`src/design/earm_pkg.sv`:
```
// package for the euler angle rotation matrix unit
// holds default widths, cordic constants and the arctangent table; no dependencies
package earm_pkg;

   localparam int ANGLE_BITS_DEF      = 16;
   localparam int VALUE_BITS_DEF      = 16;
   localparam int TRIG_ITERATIONS_DEF = 16;

   // cordic datapath width: q2.30 plus guard bits
   localparam int CW = 34;

   localparam logic signed [CW-1:0] CORDIC_GAIN = 34'sh26DD3B6A;

   function automatic logic signed [CW-1:0] atan_entry(input logic [4:0] idx);
      logic [31:0] r;
      unique case (idx)
         5'd0:  r = 32'h20000000;
         5'd1:  r = 32'h12E4051E;
         5'd2:  r = 32'h09FB385B;
         5'd3:  r = 32'h051111D4;
         5'd4:  r = 32'h028B0D43;
         5'd5:  r = 32'h0145D7E1;
         5'd6:  r = 32'h00A2F61E;
         5'd7:  r = 32'h00517C55;
         5'd8:  r = 32'h0028BE53;
         5'd9:  r = 32'h00145F2F;
         5'd10: r = 32'h000A2F98;
         5'd11: r = 32'h000517CC;
         5'd12: r = 32'h00028BE6;
         5'd13: r = 32'h000145F3;
         5'd14: r = 32'h0000A2F9;
         5'd15: r = 32'h0000517C;
         5'd16: r = 32'h000028BE;
         5'd17: r = 32'h0000145F;
         5'd18: r = 32'h00000A2F;
         5'd19: r = 32'h00000517;
         5'd20: r = 32'h0000028B;
         5'd21: r = 32'h00000145;
         5'd22: r = 32'h000000A2;
         5'd23: r = 32'h00000051;
         5'd24: r = 32'h00000028;
         5'd25: r = 32'h00000014;
         5'd26: r = 32'h0000000A;
         5'd27: r = 32'h00000005;
         5'd28: r = 32'h00000002;
         5'd29: r = 32'h00000001;
         default: r = 32'h00000000;
      endcase
      return $signed({2'b00, r});
   endfunction

endpackage

```
`src/design/earm_trig.sv`:
```
// pipelined cordic cosine/sine for one angle, one stage per iteration
// depends on earm_pkg
module earm_trig #(
   parameter int ANGLE_BITS      = earm_pkg::ANGLE_BITS_DEF,
   parameter int VALUE_BITS      = earm_pkg::VALUE_BITS_DEF,
   parameter int TRIG_ITERATIONS = earm_pkg::TRIG_ITERATIONS_DEF
) (
   input  logic                         clock,
   input  logic                         advance,
   input  logic [ANGLE_BITS-1:0]        angle,
   output logic signed [VALUE_BITS-1:0] cos_out,
   output logic signed [VALUE_BITS-1:0] sin_out
);
   localparam int CW = earm_pkg::CW;
   localparam int N  = TRIG_ITERATIONS;
   localparam int F  = VALUE_BITS - 1;
   localparam int QW = CW + 2;

   logic signed [CW-1:0] x_ff [N+1];
   logic signed [CW-1:0] y_ff [N+1];
   logic signed [CW-1:0] z_ff [N+1];
   logic                 neg_ff [N+1];

   logic [31:0] a_wide;
   logic [31:0] a_rot;
   logic        neg_in;

   always_comb begin
      a_wide = 32'(angle) << (32 - ANGLE_BITS);
      neg_in = (a_wide[31:30] == 2'b01) || (a_wide[31:30] == 2'b10);
      a_rot  = neg_in ? (a_wide + 32'h80000000) : a_wide;
   end

   always_ff @(posedge clock) begin
      if (advance) begin
         x_ff[0]   <= earm_pkg::CORDIC_GAIN;
         y_ff[0]   <= '0;
         z_ff[0]   <= CW'($signed(a_rot));
         neg_ff[0] <= neg_in;
      end
   end

   for (genvar i = 0; i < N; i++) begin : g_iter
      logic signed [CW-1:0] x_in, y_in, z_in;
      always_comb begin
         if (i < 32 && !z_ff[i][CW-1]) begin
            x_in = x_ff[i] - (y_ff[i] >>> i);
            y_in = y_ff[i] + (x_ff[i] >>> i);
            z_in = z_ff[i] - earm_pkg::atan_entry(5'(i));
         end else if (i < 32) begin
            x_in = x_ff[i] + (y_ff[i] >>> i);
            y_in = y_ff[i] - (x_ff[i] >>> i);
            z_in = z_ff[i] + earm_pkg::atan_entry(5'(i));
         end else begin
            x_in = x_ff[i];
            y_in = y_ff[i];
            z_in = z_ff[i];
         end
      end
      always_ff @(posedge clock) begin
         if (advance) begin
            x_ff[i+1]   <= x_in;
            y_ff[i+1]   <= y_in;
            z_ff[i+1]   <= z_in;
            neg_ff[i+1] <= neg_ff[i];
         end
      end
   end

   function automatic logic signed [VALUE_BITS-1:0] quant(input logic signed [CW-1:0] v);
      logic signed [QW-1:0] w;
      logic signed [QW-1:0] hi;
      logic signed [QW-1:0] lo;
      hi = QW'((64'sd1 <<< F) - 1);
      lo = -hi - QW'(1);
      if (F < 30) begin
         w = (QW'(v) + (QW'(1) <<< ((F < 30) ? (29 - F) : 0))) >>> ((F < 30) ? (30 - F) : 0);
      end else if (F > 30) begin
         w = QW'(v) <<< 1;
      end else begin
         w = QW'(v);
      end
      if (w > hi) w = hi;
      else if (w < lo) w = lo;
      return w[VALUE_BITS-1:0];
   endfunction

   logic signed [CW-1:0] xf, yf;
   always_comb begin
      xf = neg_ff[N] ? -x_ff[N] : x_ff[N];
      yf = neg_ff[N] ? -y_ff[N] : y_ff[N];
   end

   always_ff @(posedge clock) begin
      if (advance) begin
         cos_out <= quant(xf);
         sin_out <= quant(yf);
      end
   end
endmodule

```
`config.mk`:
```
export PLATFORM = sky130hd
export DESIGN_NAME = earm_trig
export DESIGN_NICKNAME = d
export VERILOG_FILES = /design/src/design/earm_pkg.sv /design/src/design/earm_trig.sv
export SDC_FILE = /design/constraint.sdc
export NUM_CORES = 2
export LEC_CHECK = 0
export CORE_ASPECT_RATIO = 1.1
export CORE_UTILIZATION = 35
export DETAILED_ROUTE_END_ITERATION = 10
export DONT_BUFFER_PORTS = 1
export SETUP_SLACK_MARGIN = 0.02
export SLEW_MARGIN = 10
export SYNTH_ARGS = -nofsm -noshare
export SYNTH_HDL_FRONTEND = slang
export SYNTH_SLANG_ARGS = --single-unit
```
`constraint.sdc`:
```
create_clock -name clock -period 10 [get_ports clock]
set_clock_uncertainty 0.2 [all_clocks]
set_input_delay 1.5 -clock clock [delete_from_list [all_inputs] [get_ports clock]]
set_output_delay 1.5 -clock clock [all_outputs]
set_load 0.05 [all_outputs]
```
**Word-level counts from Yosys, hierarchy flattened**

Memories as Yosys holds them, arrays and structs flattened.
Index checks and enable logic that the tools add are counted.

- Register bits: 32
- Memory bits (writable): 1751
- Input port bits: 18
- Output and inout port bits: 32
- Logic and storage cells: 170
- Memories kept: 4

Memory list:

| name | depth | width | rd ports | clocked after Yosys merged registers in | write ports | line | RTL |
|---|---|---|---|---|---|---|---|
| x_ff | 17 | 34 | 17 | 0 | 17 | earm_trig.sv:19 | `logic signed [CW-1:0] x_ff [N+1];` |
| y_ff | 17 | 34 | 17 | 0 | 17 | earm_trig.sv:20 | `logic signed [CW-1:0] y_ff [N+1];` |
| z_ff | 17 | 34 | 16 | 0 | 17 | earm_trig.sv:21 | `logic signed [CW-1:0] z_ff [N+1];` |
| neg_ff | 17 | 1 | 17 | 0 | 17 | earm_trig.sv:22 | `logic neg_ff [N+1];` |

- $add $sub $neg: 100
- Order comparisons: 4
- Equal/unequal tests: 2
- Multiplexer cells: 57
- Reductions and logical operators: 1

Operator list:

| operator | number |
|---|---|
| $mux 34 | 50 |
| $gt 36x16->1 const B | 2 |
| $lt 36x16->1 const B | 2 |
| $mux 36 | 2 |
| $add 34x16->35 const B | 2 |
| $add 34x19->34 | 2 |
| $add 34x20->34 | 2 |
| $add 34x21->34 | 2 |
| $add 34x22->34 | 2 |
| $add 34x23->34 | 2 |
| $add 34x24->34 | 2 |
| $add 34x25->34 | 2 |
| $add 34x26->34 | 2 |
| $add 34x27->34 | 2 |
| $add 34x28->34 | 2 |
| $add 34x29->34 | 2 |
| $add 34x30->34 | 2 |
| $add 34x31->34 | 2 |
| $add 34x32->34 | 2 |
| $add 34x33->34 | 2 |
| $neg 34->34 | 2 |
| $sub 34x19->34 | 2 |
| $sub 34x20->34 | 2 |
| $sub 34x21->34 | 2 |
| 53 further kinds | 68 |

**Logic depth before layout (Yosys ltp)**

An unclocked memory read counts as a cell.

- Depth after elaboration: 7
- Gate-level depth with buffers: 22
- Mapped depth without buffers: 22

**Worst setup path before layout**

Ideal clock, no wire load.

- Kind: register to register
- Start: memory x_ff[6][11]
- End: memory y_ff[7][32], in the netlist y_ff[0][270] (data pin)
- Library setup time: 262 ps
- Data arrival time: 4590 ps
- Data required time: 9538 ps
- Setup slack: 4948 ps
- Cell stages (with the launch flop): 18
- Path buffers: 0
- Clock period less this slack: 5052 ps
- Path through: edfxtp_1 > or4_1 > or3_1 > nor4_1 > and2_1 > nor2_1 > xnor2_1 > ha_1 > nand2_1 > nor2_1 > a221o_1 > o21a_1 > a311o_1 > a41o_1 > or2_1 > a211o_1 > o31ai_1 > xnor2_1

RTL lines:

| item | line |
|---|---|
| start: declaration | earm_trig.sv:19 |
| end: declaration | earm_trig.sv:20 |

==> results.cfg <==
[worst_setup_path]
timing.critical_path.buf_inv = 0
path_max_fanout = 6
cp-end-kind = register
critPathLaunchType = register
worst_r2r_endpoint = y_ff[0][270]$_DFFE_PP_
slowest_delay_ns = 0.67
slowest_stage = nor4_1
reg2reg_from = x_ff[6][9]$_DFFE_PP_
reg2reg_slack_ns = 4.30
crit_cells = 17
crit_required_ns = 10.39
critical_path_class = register to register
cp_top_family = simple AND/OR/NAND/NOR gates
critPathCapture = y_ff[0][270]$_DFFE_PP_
worstPathCellList = or4_1 -> or3_1 -> nor4_1 -> and2_1 -> nor2_1 -> xnor2_1 -> ha_1 -> nand2_1 -> nor2_1 -> a221o_1 -> o21a_1 -> a311o_1 -> a41o_1 -> or2_1 -> a211o_1 -> o31ai_1 -> xnor2_1
critPathArrivalTime_ns = 6.09
cp-startpoint = x_ff[6][9]$_DFFE_PP_
reg2reg_depth = 17

[final_layout]
drive_gt1_frac = 0.04155
fillers = 35160
areaGrowthSynthToFinish_pct = 9.681
fin_nets = 14430

[status]
status = finished, final reports clean

[logic_synthesis]
netlist.top_cell.by_area = edfxtp_1
yosysWarnings = 0
synth_cells = 12930
synth_seq_cells = 1492
synth.avg_cell_area_um2 = 9.607
ys_seq_area_frac = 0.3606
synth_ff_type = edfxtp_1
synth.top_cell.area_share = 0.3606
syn_nets = 14370
synthTopCellsByCount = edfxtp_1, a21oi_1, ha_1, xnor2_1, nor2_1
synth_most_common_cell = edfxtp_1
async_flop_share = 0
synth_enable_flop_cells = 1492
ys_types = 103
synth.cell_area_mm2 = 0.1243
synthTopCellsByArea = edfxtp_1, ha_1, xnor2_1

[floorplan]
fp.coreArea_mm2 = 0.3536
start_util = 0.3514
fp-row-count = 229
pin_count = 50
die-area_mm2 = 0.3574
die_x_um = 570.1
die_h_um = 626.9

[place]
port_buffers = 0
pre_cts_slack_ns = 4.012
hpwlAfterDp_um = 233400
routabilityCongestion = 0.9113

[grt]
grt_usage = 0.1616
grt_pass1_wl_um = 473800
grt_antenna_before_repair = 8
grt_pass1_vias = 90940
grt_max_degree = 246
grt_overflow = 0

[detailed_routing]
ant_nets = 0
wl_per_cell_um = 16.56
avgViaCountPerCell = 5.233
drt-total-wl_um = 296000
vias = 93560
drc_errors = 0
drt-pass1-iter-count = 6
first_iter_violations = 5033

[sta]
timing.fmax_ghz = 0.1753
setup_ws_ns = 4.296
tns_ns = 0
report.final.slew_viol_count = 0
rsz0062_at_grt = false
hold_slack_ns = 0.2046
min_period_over_period = 0.5704
relSlewSlack = 0.1896
min_period_ns = 5.704
hold_viol = 0
finalSetupViolCount = 0
worst_pin_slew_ns = 1.214

[clocking]
clock_latency_ns = 0.87
cts_made_buffers = 186
post_cts_buffers = 0
clkTransAtPathRegs_ns = 0.06
clock-root-buffer = clkbuf_16
cts_resized = 0
cts.htree.levels = 4
cts_tree = built
cts.path.max_buffers = 4
ctsHoldBuffers = 0
clock-sinks = 1492

[flow_run]
maxCapViolCount = 0

[worst_hold_path]
hp-class = register to register
## final cells by class
type / instances / area [um2] / share of cell area
Tap cell: 4735 / 5924 / 0.04347
Inverter: 567 / 2128 / 0.01562
Antenna cell: 1 / 2.502 / 0.00001836
Multi-Input combinational cell: 10680 / 76540 / 0.5616
Sequential cell: 1492 / 44800 / 0.3287
Clock inverter: 114 / 1289 / 0.009456
Clock buffer: 224 / 4925 / 0.03614
Timing Repair Buffer: 63 / 673.1 / 0.004939
## worst reg2reg max path, stage by stage (launching register included)
cell and delay, ns:
edfxtp_1 0.48, or4_1 0.59, or3_1 0.40, nor4_1 0.68, and2_1 0.32, nor2_1 0.07, xnor2_1 0.15, ha_1 0.34
nand2_1 0.14, nor2_1 0.06, a221o_1 0.32, o21a_1 0.17, a311o_1 0.38, a41o_1 0.27, or2_1 0.23, a211o_1 0.29
o31ai_1 0.25, xnor2_1 0.11
## registers in the layout, summed over array words and instances (netlist names)
signal	count
y_ff	511
x_ff	484
z_ff	448
neg_ff	17
cos_out	16
sin_out	16
## how the worst min path moves through the flow
stage | slack, ns | to | cells past startpoint | start
after CTS | 0.21 | z_ff[0][50]$_DFFE_PP_ | 0 | z_ff[0][16]$_DFFE_PP_
after global routing | 0.22 | z_ff[0][50]$_DFFE_PP_ | 0 | z_ff[0][16]$_DFFE_PP_
final | 0.20 | z_ff[0][50]$_DFFE_PP_ | 0 | z_ff[0][16]$_DFFE_PP_
after detailed placement | 0.20 | neg_ff[0][5]$_DFFE_PP_ | 0 | neg_ff[0][4]$_DFFE_PP_
after global placement | 0.20 | neg_ff[0][8]$_DFFE_PP_ | 0 | neg_ff[0][7]$_DFFE_PP_
after floorplan | 0.20 | neg_ff[0][10]$_DFFE_PP_ | 0 | neg_ff[0][9]$_DFFE_PP_
## cell families (layout without fill, tap and decap cells)
kind of cell | Yosys count | in the layout | synth area share
adder cells (fa/ha/maj) | 1422 | 1422 | 0.1457
other | 0 | 1 | 0
XOR/XNOR | 1826 | 1826 | 0.1287
flip-flops | 1492 | 1492 | 0.3606
buffers and inverters | 761 | 968 | 0.02346
AND/OR/NAND/NOR | 3506 | 3506 | 0.1369
multiplexers | 119 | 119 | 0.01015
AO/OA/AOI/OAI | 3808 | 3808 | 0.1945
## cell usage in the layout (no fill, tap or decap), drive strengths merged, types with 96 or more instances in the layout
master | synthesis | layout
a211oi | 135 | 135
a21o | 556 | 556
a21oi | 1398 | 1398
a31oi | 148 | 148
and3 | 147 | 147
clkbuf | 144 | 224
edfxtp | 1492 | 1492
ha | 1379 | 1379
inv | 563 | 568
nand2 | 661 | 661
nand2b | 183 | 183
nand3 | 227 | 227
nor2 | 1156 | 1156
nor2b | 165 | 165
nor3 | 379 | 379
nor4 | 101 | 101
o21a | 198 | 198
o21ai | 599 | 599
o21bai | 155 | 155
or3 | 96 | 96
xnor2 | 1198 | 1198
xor2 | 628 | 628
## routing by layer
| metal | wire, um | GRT usage | share of wire | up-vias |
|---|---|---|---|---|
| li1 | - | - | - | 48130 |
| met1 | 120700 | 0.1785 | 0.41 | 43370 |
| met2 | 153400 | 0.3106 | 0.52 | 1472 |
| met3 | 7963 | 0.01439 | 0.027 | 579 |
| met4 | 13940 | 0.07253 | 0.047 | 0 |
| met5 | 0 | 0 | 0 | - |
## per-stage QoR
stage,cell area [um2],util,std cells
after detailed placement,130000,0.3677,17540
after CTS,136200,0.3853,17870
after global routing,136300,0.3854,17880
after floorplan,124300,-,12930
after global placement,130000,0.3677,17540
final,136300,0.3854,17880
Power is left out: the tool's default activity adds up to more than one toggle a clock period on the data nets, which glitch-free logic cannot reach.
